`src/rtl/lrci_pkg.sv`:
```
// shared types, constants and helpers for the line rasterizer with color interpolation
`default_nettype none

package lrci_pkg;

	// field widths
	localparam int COORD_BITS     = 13;
	localparam int COLOR_BITS     = 8;
	localparam int CANVAS_BITS    = 13;
	localparam int PIX_BITS       = 12;
	localparam int OUT_COLOR_BITS = 8;
	localparam int NUM_CHAN       = 3;

	// derived widths
	localparam int ERR_W      = COORD_BITS + 3;
	localparam int CMP_W      = (COORD_BITS > CANVAS_BITS) ? COORD_BITS : CANVAS_BITS;
	localparam int DIV_CNT_W  = $clog2(COLOR_BITS);
	localparam int MAX_RESULTS = 64;
	localparam int CNT_W      = $clog2(MAX_RESULTS);
	localparam int QUEUE_DEPTH = 2;
	localparam int QPTR_W     = $clog2(QUEUE_DEPTH);
	localparam int QCNT_W     = $clog2(QUEUE_DEPTH + 1);
	localparam int CFG_IDX_W  = 1;

	// color channel slots
	localparam int CH_RED   = 0;
	localparam int CH_GREEN = 1;
	localparam int CH_BLUE  = 2;

	// configuration register indexes
	typedef enum logic [CFG_IDX_W-1:0] {
		REG_CANVAS_WIDTH  = 1'd0,
		REG_CANVAS_HEIGHT = 1'd1
	} cfg_reg_t;

	typedef struct packed {
		logic [CANVAS_BITS-1:0] width;
		logic [CANVAS_BITS-1:0] height;
	} canvas_t;

	// one classified line, as it travels from front to walker
	typedef struct packed {
		logic [COORD_BITS-1:0]                    x0;
		logic [COORD_BITS-1:0]                    y0;
		logic                                     x_major;
		logic                                     neg_x;
		logic                                     neg_y;
		logic [COORD_BITS-1:0]                    span;
		logic [ERR_W-1:0]                         two_minor;
		logic [ERR_W-1:0]                         two_diff;
		logic [ERR_W-1:0]                         err_init;
		logic [NUM_CHAN-1:0][COLOR_BITS-1:0]      col_start;
		logic [NUM_CHAN-1:0]                      col_neg;
		logic [NUM_CHAN-1:0][COLOR_BITS-1:0]      inc_q;
		logic [NUM_CHAN-1:0][COORD_BITS-1:0]      inc_r;
	} line_t;

	// one emitted pixel
	typedef struct packed {
		logic [PIX_BITS-1:0]                        x;
		logic [PIX_BITS-1:0]                        y;
		logic [NUM_CHAN-1:0][OUT_COLOR_BITS-1:0]    color;
		logic                                       last;
	} pixel_t;

	typedef enum logic [1:0] {
		F_IDLE,
		F_DIV,
		F_PUSH
	} front_state_t;

	typedef enum logic [1:0] {
		B_IDLE,
		B_WALK,
		B_FLUSH
	} walk_state_t;

	// start color moved by the accumulated quotient toward the end color
	function automatic logic [COLOR_BITS-1:0] color_at(
		input logic [COLOR_BITS-1:0] base,
		input logic                  neg,
		input logic [COLOR_BITS-1:0] delta
	);
		return neg ? (base - delta) : (base + delta);
	endfunction

endpackage

`default_nettype wire

```
`src/rtl/line_rasterizer_color_interp.sv`:
```
// top level of the line rasterizer with per-pixel color interpolation
//
//  channel  direction  handshake              payload
//  in       to block   in_valid / in_stall    start_x..end_y, start_* and end_* colors
//  out      from block out_valid / out_stall  pixel_x, pixel_y, pixel_*, last_pixel
//  cfg      to block   cfg_write              cfg_index, cfg_data
//
// setup accepts a line, runs the color step divider over COLOR_BITS quotient bits,
// then hands the line to the two-entry queue, waiting while the queue is full.
// the walker loads a line, then steps one visited pixel per cycle unless held by out_stall
// (major span + 1, clipped pixels included, fewer when the 64-result cap stops it),
// then releases the final held pixel.
// reset clears all control state; canvas size resets to 640 by 480.
// out_stall holds the walker when a kept pixel finds the output register busy, and holds the final flush.
`default_nettype none

module line_rasterizer_color_interp import lrci_pkg::*; (
	input  wire logic                   clk,
	input  wire logic                   arst_n,
	input  wire logic                   cfg_write,
	input  wire logic [CFG_IDX_W-1:0]   cfg_index,
	input  wire logic [CANVAS_BITS-1:0] cfg_data,
	input  wire logic                   in_valid,
	output logic                        in_stall,
	input  wire logic [COORD_BITS-1:0]  start_x,
	input  wire logic [COORD_BITS-1:0]  start_y,
	input  wire logic [COORD_BITS-1:0]  end_x,
	input  wire logic [COORD_BITS-1:0]  end_y,
	input  wire logic [COLOR_BITS-1:0]  start_red,
	input  wire logic [COLOR_BITS-1:0]  start_green,
	input  wire logic [COLOR_BITS-1:0]  start_blue,
	input  wire logic [COLOR_BITS-1:0]  end_red,
	input  wire logic [COLOR_BITS-1:0]  end_green,
	input  wire logic [COLOR_BITS-1:0]  end_blue,
	output logic                        out_valid,
	input  wire logic                   out_stall,
	output logic [PIX_BITS-1:0]         pixel_x,
	output logic [PIX_BITS-1:0]         pixel_y,
	output logic [OUT_COLOR_BITS-1:0]   pixel_red,
	output logic [OUT_COLOR_BITS-1:0]   pixel_green,
	output logic [OUT_COLOR_BITS-1:0]   pixel_blue,
	output logic                        last_pixel
);

	canvas_t canvas_q;
	logic push_valid, queue_full, queue_empty, pop;
	line_t push_data, pop_data;
	pixel_t out_pixel;

	// canvas size registers
	always_ff @(posedge clk or negedge arst_n) begin
		if (!arst_n) begin
			canvas_q.width  <= CANVAS_BITS'(640);
			canvas_q.height <= CANVAS_BITS'(480);
		end else if (cfg_write) begin
			unique case (cfg_reg_t'(cfg_index))
				REG_CANVAS_WIDTH:  canvas_q.width  <= cfg_data;
				REG_CANVAS_HEIGHT: canvas_q.height <= cfg_data;
			endcase
		end
	end

	// line setup
	lrci_front u_front (
		.clk         (clk),
		.arst_n      (arst_n),
		.in_valid    (in_valid),
		.in_stall    (in_stall),
		.start_x     (start_x),
		.start_y     (start_y),
		.end_x       (end_x),
		.end_y       (end_y),
		.start_red   (start_red),
		.start_green (start_green),
		.start_blue  (start_blue),
		.end_red     (end_red),
		.end_green   (end_green),
		.end_blue    (end_blue),
		.push_valid  (push_valid),
		.push_data   (push_data),
		.queue_full  (queue_full)
	);

	// decoupling queue
	lrci_queue u_queue (
		.clk        (clk),
		.arst_n     (arst_n),
		.push_valid (push_valid),
		.push_data  (push_data),
		.full       (queue_full),
		.pop        (pop),
		.pop_data   (pop_data),
		.empty      (queue_empty)
	);

	// pixel walker
	lrci_walk u_walk (
		.clk         (clk),
		.arst_n      (arst_n),
		.canvas      (canvas_q),
		.queue_empty (queue_empty),
		.queue_data  (pop_data),
		.pop         (pop),
		.out_valid   (out_valid),
		.out_stall   (out_stall),
		.out_pixel   (out_pixel)
	);

	// result fields
	always_comb begin
		pixel_x     = out_pixel.x;
		pixel_y     = out_pixel.y;
		pixel_red   = out_pixel.color[CH_RED];
		pixel_green = out_pixel.color[CH_GREEN];
		pixel_blue  = out_pixel.color[CH_BLUE];
		last_pixel  = out_pixel.last;
	end

endmodule

`default_nettype wire

```
`src/rtl/lrci_front.sv`:
```
// line setup front end: deltas, major axis, error terms and per-channel color step division
`default_nettype none

module lrci_front import lrci_pkg::*; (
	input  wire logic                  clk,
	input  wire logic                  arst_n,
	input  wire logic                  in_valid,
	output logic                       in_stall,
	input  wire logic [COORD_BITS-1:0] start_x,
	input  wire logic [COORD_BITS-1:0] start_y,
	input  wire logic [COORD_BITS-1:0] end_x,
	input  wire logic [COORD_BITS-1:0] end_y,
	input  wire logic [COLOR_BITS-1:0] start_red,
	input  wire logic [COLOR_BITS-1:0] start_green,
	input  wire logic [COLOR_BITS-1:0] start_blue,
	input  wire logic [COLOR_BITS-1:0] end_red,
	input  wire logic [COLOR_BITS-1:0] end_green,
	input  wire logic [COLOR_BITS-1:0] end_blue,
	output logic                       push_valid,
	output line_t                      push_data,
	input  wire logic                  queue_full
);

	front_state_t state_q, state_nxt;
	logic [DIV_CNT_W-1:0] div_cnt_q;
	line_t line_q;
	line_t setup;
	logic accept;

	logic signed [COORD_BITS:0] dxs, dys, adx, ady;
	logic [COORD_BITS-1:0] dx, dy, major, minor;
	logic [NUM_CHAN-1:0][COLOR_BITS-1:0] cs, ce;

	logic [NUM_CHAN-1:0][COORD_BITS:0] div_t;
	logic [NUM_CHAN-1:0]               div_ge;
	logic [NUM_CHAN-1:0][COORD_BITS:0] div_sub;

	// classify the incoming line
	always_comb begin
		cs[CH_RED]   = start_red;
		cs[CH_GREEN] = start_green;
		cs[CH_BLUE]  = start_blue;
		ce[CH_RED]   = end_red;
		ce[CH_GREEN] = end_green;
		ce[CH_BLUE]  = end_blue;

		dxs = $signed({end_x[COORD_BITS-1], end_x}) - $signed({start_x[COORD_BITS-1], start_x});
		dys = $signed({end_y[COORD_BITS-1], end_y}) - $signed({start_y[COORD_BITS-1], start_y});
		adx = dxs[COORD_BITS] ? -dxs : dxs;
		ady = dys[COORD_BITS] ? -dys : dys;
		dx  = adx[COORD_BITS-1:0];
		dy  = ady[COORD_BITS-1:0];

		setup.x0      = start_x;
		setup.y0      = start_y;
		setup.neg_x   = dxs[COORD_BITS];
		setup.neg_y   = dys[COORD_BITS];
		setup.x_major = (dy <= dx);
		major = setup.x_major ? dx : dy;
		minor = setup.x_major ? dy : dx;
		setup.span      = major;
		setup.two_minor = ERR_W'({minor, 1'b0});
		setup.two_diff  = ERR_W'({minor, 1'b0}) - ERR_W'({major, 1'b0});
		setup.err_init  = ERR_W'({minor, 1'b0}) - ERR_W'(major);

		// the divider works on magnitudes; the remainder starts at zero
		for (int c = 0; c < NUM_CHAN; c++) begin
			setup.col_start[c] = cs[c];
			setup.col_neg[c]   = (ce[c] < cs[c]);
			setup.inc_q[c]     = (ce[c] < cs[c]) ? (cs[c] - ce[c]) : (ce[c] - cs[c]);
			setup.inc_r[c]     = '0;
		end
	end

	// one restoring division step per cycle, all channels side by side
	always_comb begin
		for (int c = 0; c < NUM_CHAN; c++) begin
			div_t[c]   = {line_q.inc_r[c], line_q.inc_q[c][COLOR_BITS-1]};
			div_ge[c]  = (div_t[c] >= {1'b0, line_q.span});
			div_sub[c] = div_t[c] - {1'b0, line_q.span};
		end
	end

	// next state
	always_comb begin
		state_nxt = state_q;
		unique case (state_q)
			F_IDLE: begin
				if (in_valid) state_nxt = F_DIV;
			end
			F_DIV: begin
				if (div_cnt_q == '0) state_nxt = F_PUSH;
			end
			F_PUSH: begin
				if (!queue_full) state_nxt = F_IDLE;
			end
			default: state_nxt = F_IDLE;
		endcase
	end

	// handshake outputs
	always_comb begin
		in_stall   = (state_q != F_IDLE);
		accept     = (state_q == F_IDLE) && in_valid;
		push_valid = (state_q == F_PUSH);
		push_data  = line_q;
	end

	// control registers
	always_ff @(posedge clk or negedge arst_n) begin
		if (!arst_n) begin
			state_q   <= F_IDLE;
			div_cnt_q <= '0;
		end else begin
			state_q <= state_nxt;
			if (accept) div_cnt_q <= DIV_CNT_W'(COLOR_BITS - 1);
			else if (state_q == F_DIV) div_cnt_q <= div_cnt_q - 1'b1;
		end
	end

	// line record, with quotient and remainder built in place
	always_ff @(posedge clk) begin
		if (accept) begin
			line_q <= setup;
		end else if (state_q == F_DIV) begin
			for (int c = 0; c < NUM_CHAN; c++) begin
				line_q.inc_q[c] <= {line_q.inc_q[c][COLOR_BITS-2:0], div_ge[c]};
				line_q.inc_r[c] <= div_ge[c] ? div_sub[c][COORD_BITS-1:0]
					: div_t[c][COORD_BITS-1:0];
			end
		end
	end

endmodule

`default_nettype wire

```
`src/rtl/lrci_queue.sv`:
```
// short register queue of classified lines between setup and walker
`default_nettype none

module lrci_queue import lrci_pkg::*; (
	input  wire logic  clk,
	input  wire logic  arst_n,
	input  wire logic  push_valid,
	input  wire line_t push_data,
	output logic       full,
	input  wire logic  pop,
	output line_t      pop_data,
	output logic       empty
);

	line_t entry_q [QUEUE_DEPTH];
	logic [QPTR_W-1:0] wr_ptr_q, rd_ptr_q;
	logic [QCNT_W-1:0] count_q;
	logic do_push, do_pop;

	always_comb begin
		full     = (count_q == QCNT_W'(QUEUE_DEPTH));
		empty    = (count_q == '0);
		do_push  = push_valid && !full;
		do_pop   = pop && !empty;
		pop_data = entry_q[rd_ptr_q];
	end

	// pointers and fill level
	always_ff @(posedge clk or negedge arst_n) begin
		if (!arst_n) begin
			wr_ptr_q <= '0;
			rd_ptr_q <= '0;
			count_q  <= '0;
		end else begin
			if (do_push) wr_ptr_q <= wr_ptr_q + 1'b1;
			if (do_pop) rd_ptr_q <= rd_ptr_q + 1'b1;
			if (do_push && !do_pop) count_q <= count_q + 1'b1;
			else if (do_pop && !do_push) count_q <= count_q - 1'b1;
		end
	end

	// storage
	always_ff @(posedge clk) begin
		if (do_push) entry_q[wr_ptr_q] <= push_data;
	end

endmodule

`default_nettype wire

```
`src/rtl/lrci_walk.sv`:
```
// Bresenham walker: one pixel a cycle unless stalled; clips, interpolates color, holds one pixel back
`default_nettype none

module lrci_walk import lrci_pkg::*; (
	input  wire logic    clk,
	input  wire logic    arst_n,
	input  wire canvas_t canvas,
	input  wire logic    queue_empty,
	input  wire line_t   queue_data,
	output logic         pop,
	output logic         out_valid,
	input  wire logic    out_stall,
	output pixel_t       out_pixel
);

	walk_state_t state_q, state_nxt;
	line_t line_q;
	logic [COORD_BITS-1:0] walk_x_q, walk_y_q, steps_q;
	logic [ERR_W-1:0] err_q;
	logic [NUM_CHAN-1:0][COLOR_BITS-1:0] acc_q;
	logic [NUM_CHAN-1:0][COORD_BITS-1:0] rem_q;
	logic [CNT_W-1:0] cnt_q;
	logic pend_v_q;
	pixel_t pend_q;
	logic out_valid_q;
	pixel_t out_q;

	logic room, on_canvas, hold, go, take_pix, out_load, walk_end, advance, err_pos;
	pixel_t cur;
	logic [NUM_CHAN-1:0][COORD_BITS:0] rsum;
	logic [NUM_CHAN-1:0]               rwrap;

	// current pixel and its clip test
	always_comb begin
		on_canvas = !walk_x_q[COORD_BITS-1] && !walk_y_q[COORD_BITS-1]
			&& (CMP_W'(walk_x_q) < CMP_W'(canvas.width))
			&& (CMP_W'(walk_y_q) < CMP_W'(canvas.height));
		cur.x    = PIX_BITS'(walk_x_q);
		cur.y    = PIX_BITS'(walk_y_q);
		cur.last = 1'b0;
		for (int c = 0; c < NUM_CHAN; c++) begin
			cur.color[c] = OUT_COLOR_BITS'(color_at(line_q.col_start[c], line_q.col_neg[c],
				acc_q[c]));
			rsum[c]  = {1'b0, rem_q[c]} + {1'b0, line_q.inc_r[c]};
			rwrap[c] = (rsum[c] >= {1'b0, line_q.span});
		end
		err_pos = !err_q[ERR_W-1] && (err_q != '0);
	end

	// next state
	always_comb begin
		state_nxt = state_q;
		unique case (state_q)
			B_IDLE: begin
				if (!queue_empty) state_nxt = B_WALK;
			end
			B_WALK: begin
				if (go && walk_end) state_nxt = B_FLUSH;
			end
			B_FLUSH: begin
				if (!pend_v_q || room) state_nxt = B_IDLE;
			end
			default: state_nxt = B_IDLE;
		endcase
	end

	// control outputs
	always_comb begin
		room     = !out_valid_q || !out_stall;
		hold     = on_canvas && pend_v_q && !room;
		go       = !hold;
		walk_end = (on_canvas && (cnt_q == CNT_W'(MAX_RESULTS - 1))) || (steps_q == '0);
		pop      = (state_q == B_IDLE) && !queue_empty;
		take_pix = (state_q == B_WALK) && go && on_canvas;
		advance  = (state_q == B_WALK) && go && !walk_end;
		out_load = (take_pix && pend_v_q) || ((state_q == B_FLUSH) && pend_v_q && room);
		out_valid = out_valid_q;
		out_pixel = out_q;
	end

	// control registers
	always_ff @(posedge clk or negedge arst_n) begin
		if (!arst_n) begin
			state_q     <= B_IDLE;
			pend_v_q    <= 1'b0;
			out_valid_q <= 1'b0;
			cnt_q       <= '0;
		end else begin
			state_q <= state_nxt;
			if (pop) cnt_q <= '0;
			else if (take_pix) cnt_q <= cnt_q + 1'b1;
			if (take_pix) pend_v_q <= 1'b1;
			else if (out_load) pend_v_q <= 1'b0;
			if (out_load) out_valid_q <= 1'b1;
			else if (!out_stall) out_valid_q <= 1'b0;
		end
	end

	// walk datapath
	always_ff @(posedge clk) begin
		if (pop) begin
			line_q   <= queue_data;
			walk_x_q <= queue_data.x0;
			walk_y_q <= queue_data.y0;
			err_q    <= queue_data.err_init;
			steps_q  <= queue_data.span;
			acc_q    <= '0;
			rem_q    <= '0;
		end else if (advance) begin
			err_q   <= err_q + (err_pos ? line_q.two_diff : line_q.two_minor);
			steps_q <= steps_q - 1'b1;
			if (line_q.x_major || err_pos)
				walk_x_q <= line_q.neg_x ? (walk_x_q - 1'b1) : (walk_x_q + 1'b1);
			if (!line_q.x_major || err_pos)
				walk_y_q <= line_q.neg_y ? (walk_y_q - 1'b1) : (walk_y_q + 1'b1);
			for (int c = 0; c < NUM_CHAN; c++) begin
				if (rwrap[c]) begin
					acc_q[c] <= acc_q[c] + line_q.inc_q[c] + 1'b1;
					rem_q[c] <= COORD_BITS'(rsum[c] - {1'b0, line_q.span});
				end else begin
					acc_q[c] <= acc_q[c] + line_q.inc_q[c];
					rem_q[c] <= rsum[c][COORD_BITS-1:0];
				end
			end
		end
		// one pixel held back so the final kept one can be marked
		if (take_pix) pend_q <= cur;
		if (out_load) begin
			out_q.x     <= pend_q.x;
			out_q.y     <= pend_q.y;
			out_q.color <= pend_q.color;
			out_q.last  <= (state_q == B_FLUSH);
		end
	end

endmodule

`default_nettype wire
```
`config.mk`:
```
export PLATFORM = sky130hd
export DESIGN_NAME = line_rasterizer_color_interp
export DESIGN_NICKNAME = d
export VERILOG_FILES = /design/src/rtl/lrci_pkg.sv /design/src/rtl/line_rasterizer_color_interp.sv /design/src/rtl/lrci_front.sv /design/src/rtl/lrci_queue.sv /design/src/rtl/lrci_walk.sv
export SDC_FILE = /design/constraint.sdc
export NUM_CORES = 2
export LEC_CHECK = 0
export BUFFER_PORTS_ARGS = -buffer_cell sky130_fd_sc_hd__buf_4
export CELL_PAD_IN_SITES_DETAIL_PLACEMENT = 1
export CELL_PAD_IN_SITES_GLOBAL_PLACEMENT = 2
export CORE_ASPECT_RATIO = 1.75
export CORE_UTILIZATION = 30
export DETAILED_ROUTE_END_ITERATION = 7
export PLACE_DENSITY = 0.58
export SYNTH_ARGS = -nofsm -noshare
export SYNTH_HDL_FRONTEND = slang
export SYNTH_SLANG_ARGS = --single-unit
```
`constraint.sdc`:
```
create_clock -name clk -period 11.27 [get_ports clk]
set_input_delay 1.127 -clock clk [delete_from_list [all_inputs] [get_ports clk]]
set_output_delay 1.127 -clock clk [all_outputs]
set_load 0.01 [all_outputs]
```
# Word-level counts from Yosys, hierarchy flattened
# Memory sizes are Yosys's and may differ from the RTL's.
# Index checks and enable logic that the tools add are counted.
# Widths: inputs -> output; s select.
dict set report word_totals {
  register_bits 575
  latchBits 0
  ramBits 354
  mem_bits_ro 0
  inputBits 119
  out_inout_bits 51
  word_cells 253
  memories 1
}
dict set report classes {
  add_sub_neg 45
  multipliers 0
  div 0
  order_cmp 12
  eq_ne 13
  shift 0
  muxes 54
  bitwise_logic 1
  reduce_logical 60
}
# memory words word_bits rd rd_clocked_by_memory_dff wr line
set memory_table {}
lappend memory_table {u_queue.entry_q 2 177 1 0 1 lrci_queue.sv:15} ;# line_t entry_q [QUEUE_DEPTH];
# op n
set op_table {}
lappend op_table {{$mux 13} 20}
lappend op_table {{$mux 63} 2}
lappend op_table {{$ge 14x13->1} 6}
lappend op_table {{$sub 13x13->13} 6}
lappend op_table {{$mux 8} 9}
lappend op_table {{$sub 8x8->8} 9}
lappend op_table {{$add 8x8->8} 6}
lappend op_table {{$mux 16} 3}
lappend op_table {{$add 13x13->14} 3}
lappend op_table {{$sub 13x1->13 const B} 3}
lappend op_table {{$sub 13x13->14} 2}
lappend op_table {{$add 13x1->13 const B} 2}
lappend op_table {{$lt 13x13->1} 2}
lappend op_table {{$neg 13->13} 2}
lappend op_table {{$add 8x1->8 const B} 3}
lappend op_table {{$lt 8x8->1} 3}
lappend op_table {{$logic_and 1x1->1} 20}
lappend op_table {{$add 16x16->16} 1}
lappend op_table {{$mux 2} 8}
lappend op_table {{$reduce_bool 16->1} 1}
lappend op_table {{$reduce_bool 2->1} 8}
lappend op_table {{$sub 14x13->15} 1}
lappend op_table {{$sub 14x14->15} 1}
lappend op_table {{$logic_not 1->1} 14}
lappend op_table {{other kinds (22)} 50}

# Logic depth before layout (Yosys ltp)
dict set report logic_depth {
  ltp_word 13
  mapped_depth 41
  ltp_nobuf 36
}

# Modules after synthesis
# From an unflattened synthesis, not the netlist that was laid out.
dict set report hier_totals {
  cells_unflattened 4056
  hier_area_um2 49055.8
}
# mod instances cells_each area_each_um2 seq_area_each_um2
set by_module_without_submodules {}
lappend by_module_without_submodules {lrci_walk 1 1922 20793.7 10219.8}
lappend by_module_without_submodules {lrci_front 1 1499 13690.6 4929.7}
lappend by_module_without_submodules {lrci_queue 1 579 13540.5 10910.5}
lappend by_module_without_submodules {line_rasterizer_color_interp 1 56 1031.0 658.1}

# Least setup slack after synthesis
# Ideal clock, no wire load.
dict set report synth_path {
  path_type {reg-to-reg}
  startpoint {register u_front.state_q[0]}
  endpoint {memory u_queue.entry_q[0][0] in the netlist's numbering, enable pin}
  setup_time_ns 0.729
  arrival_ns 8.385
  required_ns 10.541
  path_slack_ns 2.156
  path_stages_with_launch 4
  path_buffers 0
  period_less_slack_ns 9.114
  cell_sequence {dfrtp_1 -> nor2b_1 -> nor2b_1 -> nor2b_1}
}
dict set report synth_via {
  elab_chain_len 4
}
# item line
set synth_lines {}
lappend synth_lines {{start, declared} lrci_front.sv:24} ;# front_state_t state_q, state_nxt;
lappend synth_lines {{start signal, assigned} lrci_front.sv:115} ;# state_q <= state_nxt;
lappend synth_lines {{$eq 2x2->1} lrci_front.sv:105} ;# push_valid = (state_q == F_PUSH);
lappend synth_lines {{$logic_and 1x1->1} lrci_queue.sv:23} ;# do_push = push_valid && !full;
lappend synth_lines {{via u_queue.do_push} lrci_queue.sv:18} ;# logic do_push, do_pop;
lappend synth_lines {{$mux 1} lrci_queue.sv:44} ;# if (do_push) entry_q[wr_ptr_q] <= push_data;
lappend synth_lines {{$mux 1 (not written as such)} lrci_queue.sv:44}
lappend synth_lines {{end, declared} lrci_queue.sv:15}
# The timed path passes the listed nets, and every way through them passes these cells.

==> results.md <==
* Setup Crit Path Kind: input pin to register
* Sequential-to-total area share from yosys stat at 0.559
* All-Layer GR Usage at 0.169
* Initial antenna violation count at 6
* CTS H-tree lvls at 3
* Clk network pwr share at 0.203
* CTS tree: yes
* Die Footprint at 157,000 sq um
* Least-Margin Pin Slew at 1.14 ns
* End-of-flow core utilization at 0.348
* Switch Pwr at 0.00629 W
* Root Buffer: clkbuf_16
* Synth cell types at 94
* DP Area at 50,600 sq um
* Final max-slew violation count at 0
* Max clock buf depth at 3
* Cell area after layout at 53,800 sq um
* Vias per inst at 4.82
* Post_cts resized at 0
* Max VDD drop at 0.118 mV
* PwrDens at 296 nW/um^2
* Combinational share of power at 0.451
* Slowest-stage cell, CP: nor4_1
* Required @ worst endpoint at 11.78 ns
* Cts hold-fix bufs at 0
* Die H at 524 microns
* Overflow after GRT at 0
* WL/cell at 21.2 microns
* Core area at 155,000 sq um
* Drt pass-1 iters at 4
* Pint at 0.00961 W
* Setup bufs post-CTS at 0
* Fin crit share at 0.813
* Placer Congestion at 0.799
* FFs w/ async S/R, synth at 0.0493
* DRT iter0 DRCs at 1,114
* Num CTS Buffers at 95
* First-pass GRT wire length at 200 mm
* CP max FO at 27
* Clk slew on worst S/H paths at 0.07 ns
* Yosys top cell area share at 0.491
* Count of final setup violators at 0
* Area Overhead vs Synth at 15.0%
* Post-synthesis register bit count at 912
* Status: completed
* Share of layout cells above drive strength 1 at 0.146
* EDFF count, synth at 765
* RSZ-0062 raised after global routing: no
* Syn. warnings at 0
* Nets at 4,563
* Clk sink count at 912
* Share of power burned in registers at 0.347
* Post-route ant nets at 0
* MaxCap Viol Count at 0
* Leading area contributor after synthesis: edfxtp_1
* Max stage delay on crit path at 0.58 ns
* Startpoint class of the critical path: input pin
* Worst min path class: register to register
* Rows at 191
* DIE WIDTH at 300 microns
* Crit end category: register
* Setup TNS at 0 ns
* Residual DRC at 0
* Final WL at 132 mm
* Highest clock rate at 109 MHz
* Fin crit period at 9.16 ns
* Worst rel slew slack at 0.240
* IO Port Bufs at 169
* Vias at 29,900
* Cells after synthesis at 3,887
* Switching share of power at 0.396
* Mean post-synth cell area at 12.0 sq um
* Endpoints failing hold at 0
* Area of the mapped netlist at 46,700 sq um
* Power, Total at 0.0159 W
* Primary FF master, synth: edfxtp_1
* Detail Placement HPWL at 96.9 mm
* Worst clock skew at 0.0463 ns
* Worst EP arrival at 9.67 ns
* Synth top area cells: edfxtp_1, ha_1, dfxtp_1
* Clock Latency Late Sink at 0.72 ns
* Largest net degree at the start of global routing at 93
* Vias in the first global route at 33,100
* Initial Util at 0.302
* Syn_nets at 4,356
* Ports at 170
* Worst hold slack at 0.417 ns
* Cell leakage power at 20.7 nW
-- critical path: cells and delay by family --
family | cells | cell delay, ns
buf+inv | 5 | 0.62
simple gates | 9 | 1.96
compound gates | 17 | 3.98
fa+ha+maj | 4 | 1.34
xor+xnor | 2 | 0.64
-- power groups by stage --
| stage | combinational (W) | clock, W | sequential (W) |
|---|---|---|---|
| final | 0.00717 | 0.00322 | 0.00552 |
| after floorplan | 0.00518 | 0 | 0.00539 |
| after detailed placement | 0.00735 | 0 | 0.00561 |
| after CTS | 0.00740 | 0.00335 | 0.00554 |
| after global routing | 0.00812 | 0.00345 | 0.00562 |
| after global placement | 0.00728 | 0 | 0.00558 |
-- kinds of logic (layout without fill, tap and decap cells) --
| kind of cell | count (synthesis) | in the layout | share of synthesized area |
|---|---|---|---|
| AO/OA/AOI/OAI | 931 | 931 | 0.125 |
| flip-flops | 912 | 912 | 0.559 |
| AND/OR/NAND/NOR | 761 | 761 | 0.0767 |
| buffers and inverters | 429 | 718 | 0.0348 |
| adder cells (fa/ha/maj) | 351 | 351 | 0.0983 |
| XOR/XNOR | 272 | 272 | 0.0521 |
| multiplexers | 231 | 231 | 0.0540 |
| other | 0 | 1 | 0 |
-- layout by cell type (no fill, tap or decap), types with 27 or more instances in the layout --
master     netlist  routed
edfxtp_1       765     765
ha_1           323     323
inv_1          319     318
o21ai_0        299     297
a21oi_1        241     240
nand2_1        236     236
buf_4            0     211
xnor2_1        194     194
nor2_1         189     188
mux2_2         165     165
dfxtp_1        102     102
clkbuf_16        0      95
nand3_1         86      86
a21o_1          75      75
xor2_1          72      72
mux2i_1         64      64
o21bai_1        52      52
nor2b_1         54      51
nor3_1          49      49
a21boi_0        40      40
dfrtp_1         39      38
o21a_1          34      34
nand4_1         32      32
nand2b_1        31      30
fa_1            27      27
-- flip-flops by register name, summed over array words and instances, names as in the netlist, 2 cells and up --
| name | cells |
|---|---|
| u_walk.out_pixel | 49 |
| u_front.push_data | 173 |
| u_front.div_cnt_q | 3 |
| u_walk.steps_q | 13 |
| u_front.state_q | 2 |
| canvas_q | 26 |
| u_walk.walk_x_q | 13 |
| u_walk.pend_q | 48 |
| u_walk.cnt_q | 6 |
| u_walk.walk_y_q | 13 |
| u_walk.rem_q | 39 |
| u_walk.acc_q | 24 |
| u_walk.err_q | 16 |
| u_queue.count_q | 2 |
| u_queue.entry_q | 346 |
| u_walk.line_q | 133 |
| u_walk.state_q | 2 |
-- metrics by stage --
stage | instances | setup WS [ns]
5_1_grt | 6203 | 1.49
2_1_floorplan | 3887 | 2.16
3_3_place_gp | 6023 | 1.34
4_1_cts | 6202 | 2.05
6_report | 6203 | 2.11
3_5_place_dp | 6023 | 1.32
-- Yosys cell counts (9+ instances only) --
library cell    n
o21bai_1       52
fa_1           27
or3_1          17
a21boi_0       40
a21oi_1       241
o21ai_1        14
mux2i_1        64
nor2b_1        54
xor2_1         72
nor4_1         12
o21a_1         34
nand4_1        32
xnor2_1       194
a221oi_1        9
a31oi_1        22
mux2_2        165
and2_1         14
a21o_1         75
a211oi_1       22
dfxtp_1       102
inv_1         319
o22ai_1        11
edfxtp_1      765
dfrtp_1        39
o31a_1         15
nand2b_1       31
clkbuf_1       79
nor3_1         49
nor2_1        189
and3_1         15
nand3_1        86
ha_1          323
nand2_1       236
o21ai_0       299
buf_1          19
-- area by class of cell --
cell class / count / area, sq um
clock inverters: 62 / 674
well taps: 2026 / 2530
repair buffers: 212 / 1600
fillers: 16600 / 101000
multi-input cells: 2546 / 19100
flip-flops and latches: 912 / 26200
inverters: 327 / 1240
diodes: 1 / 2.50
clock buffers: 117 / 2480
-- layer usage --
metal  GRT usage  up-vias  wire [microns]
met5           0        -              35
met4      0.0616        6            4200
met3      0.0209      172            3390
met2       0.343      342           75100
met1       0.173    14800           48800
li1            -    14600               -
-- final timing paths --
check                                   from                     end  slack [ns]  cells after the start
min reg2reg                u_walk.pend_q[35]    u_walk.out_pixel[35]        0.42                      0
min                        u_walk.pend_q[35]    u_walk.out_pixel[35]        0.42                      0
max in group asynchronous             arst_n        u_queue.rd_ptr_q       10.36                      1
min in group asynchronous             arst_n             canvas_q[2]        0.43                      1
max reg2reg                u_walk.line_q[14]        u_walk.acc_q[15]        6.01                     23
max                                 end_y[0]  u_front.push_data[103]        2.11                     37
Note: power is estimated with default switching activity, not from simulation.
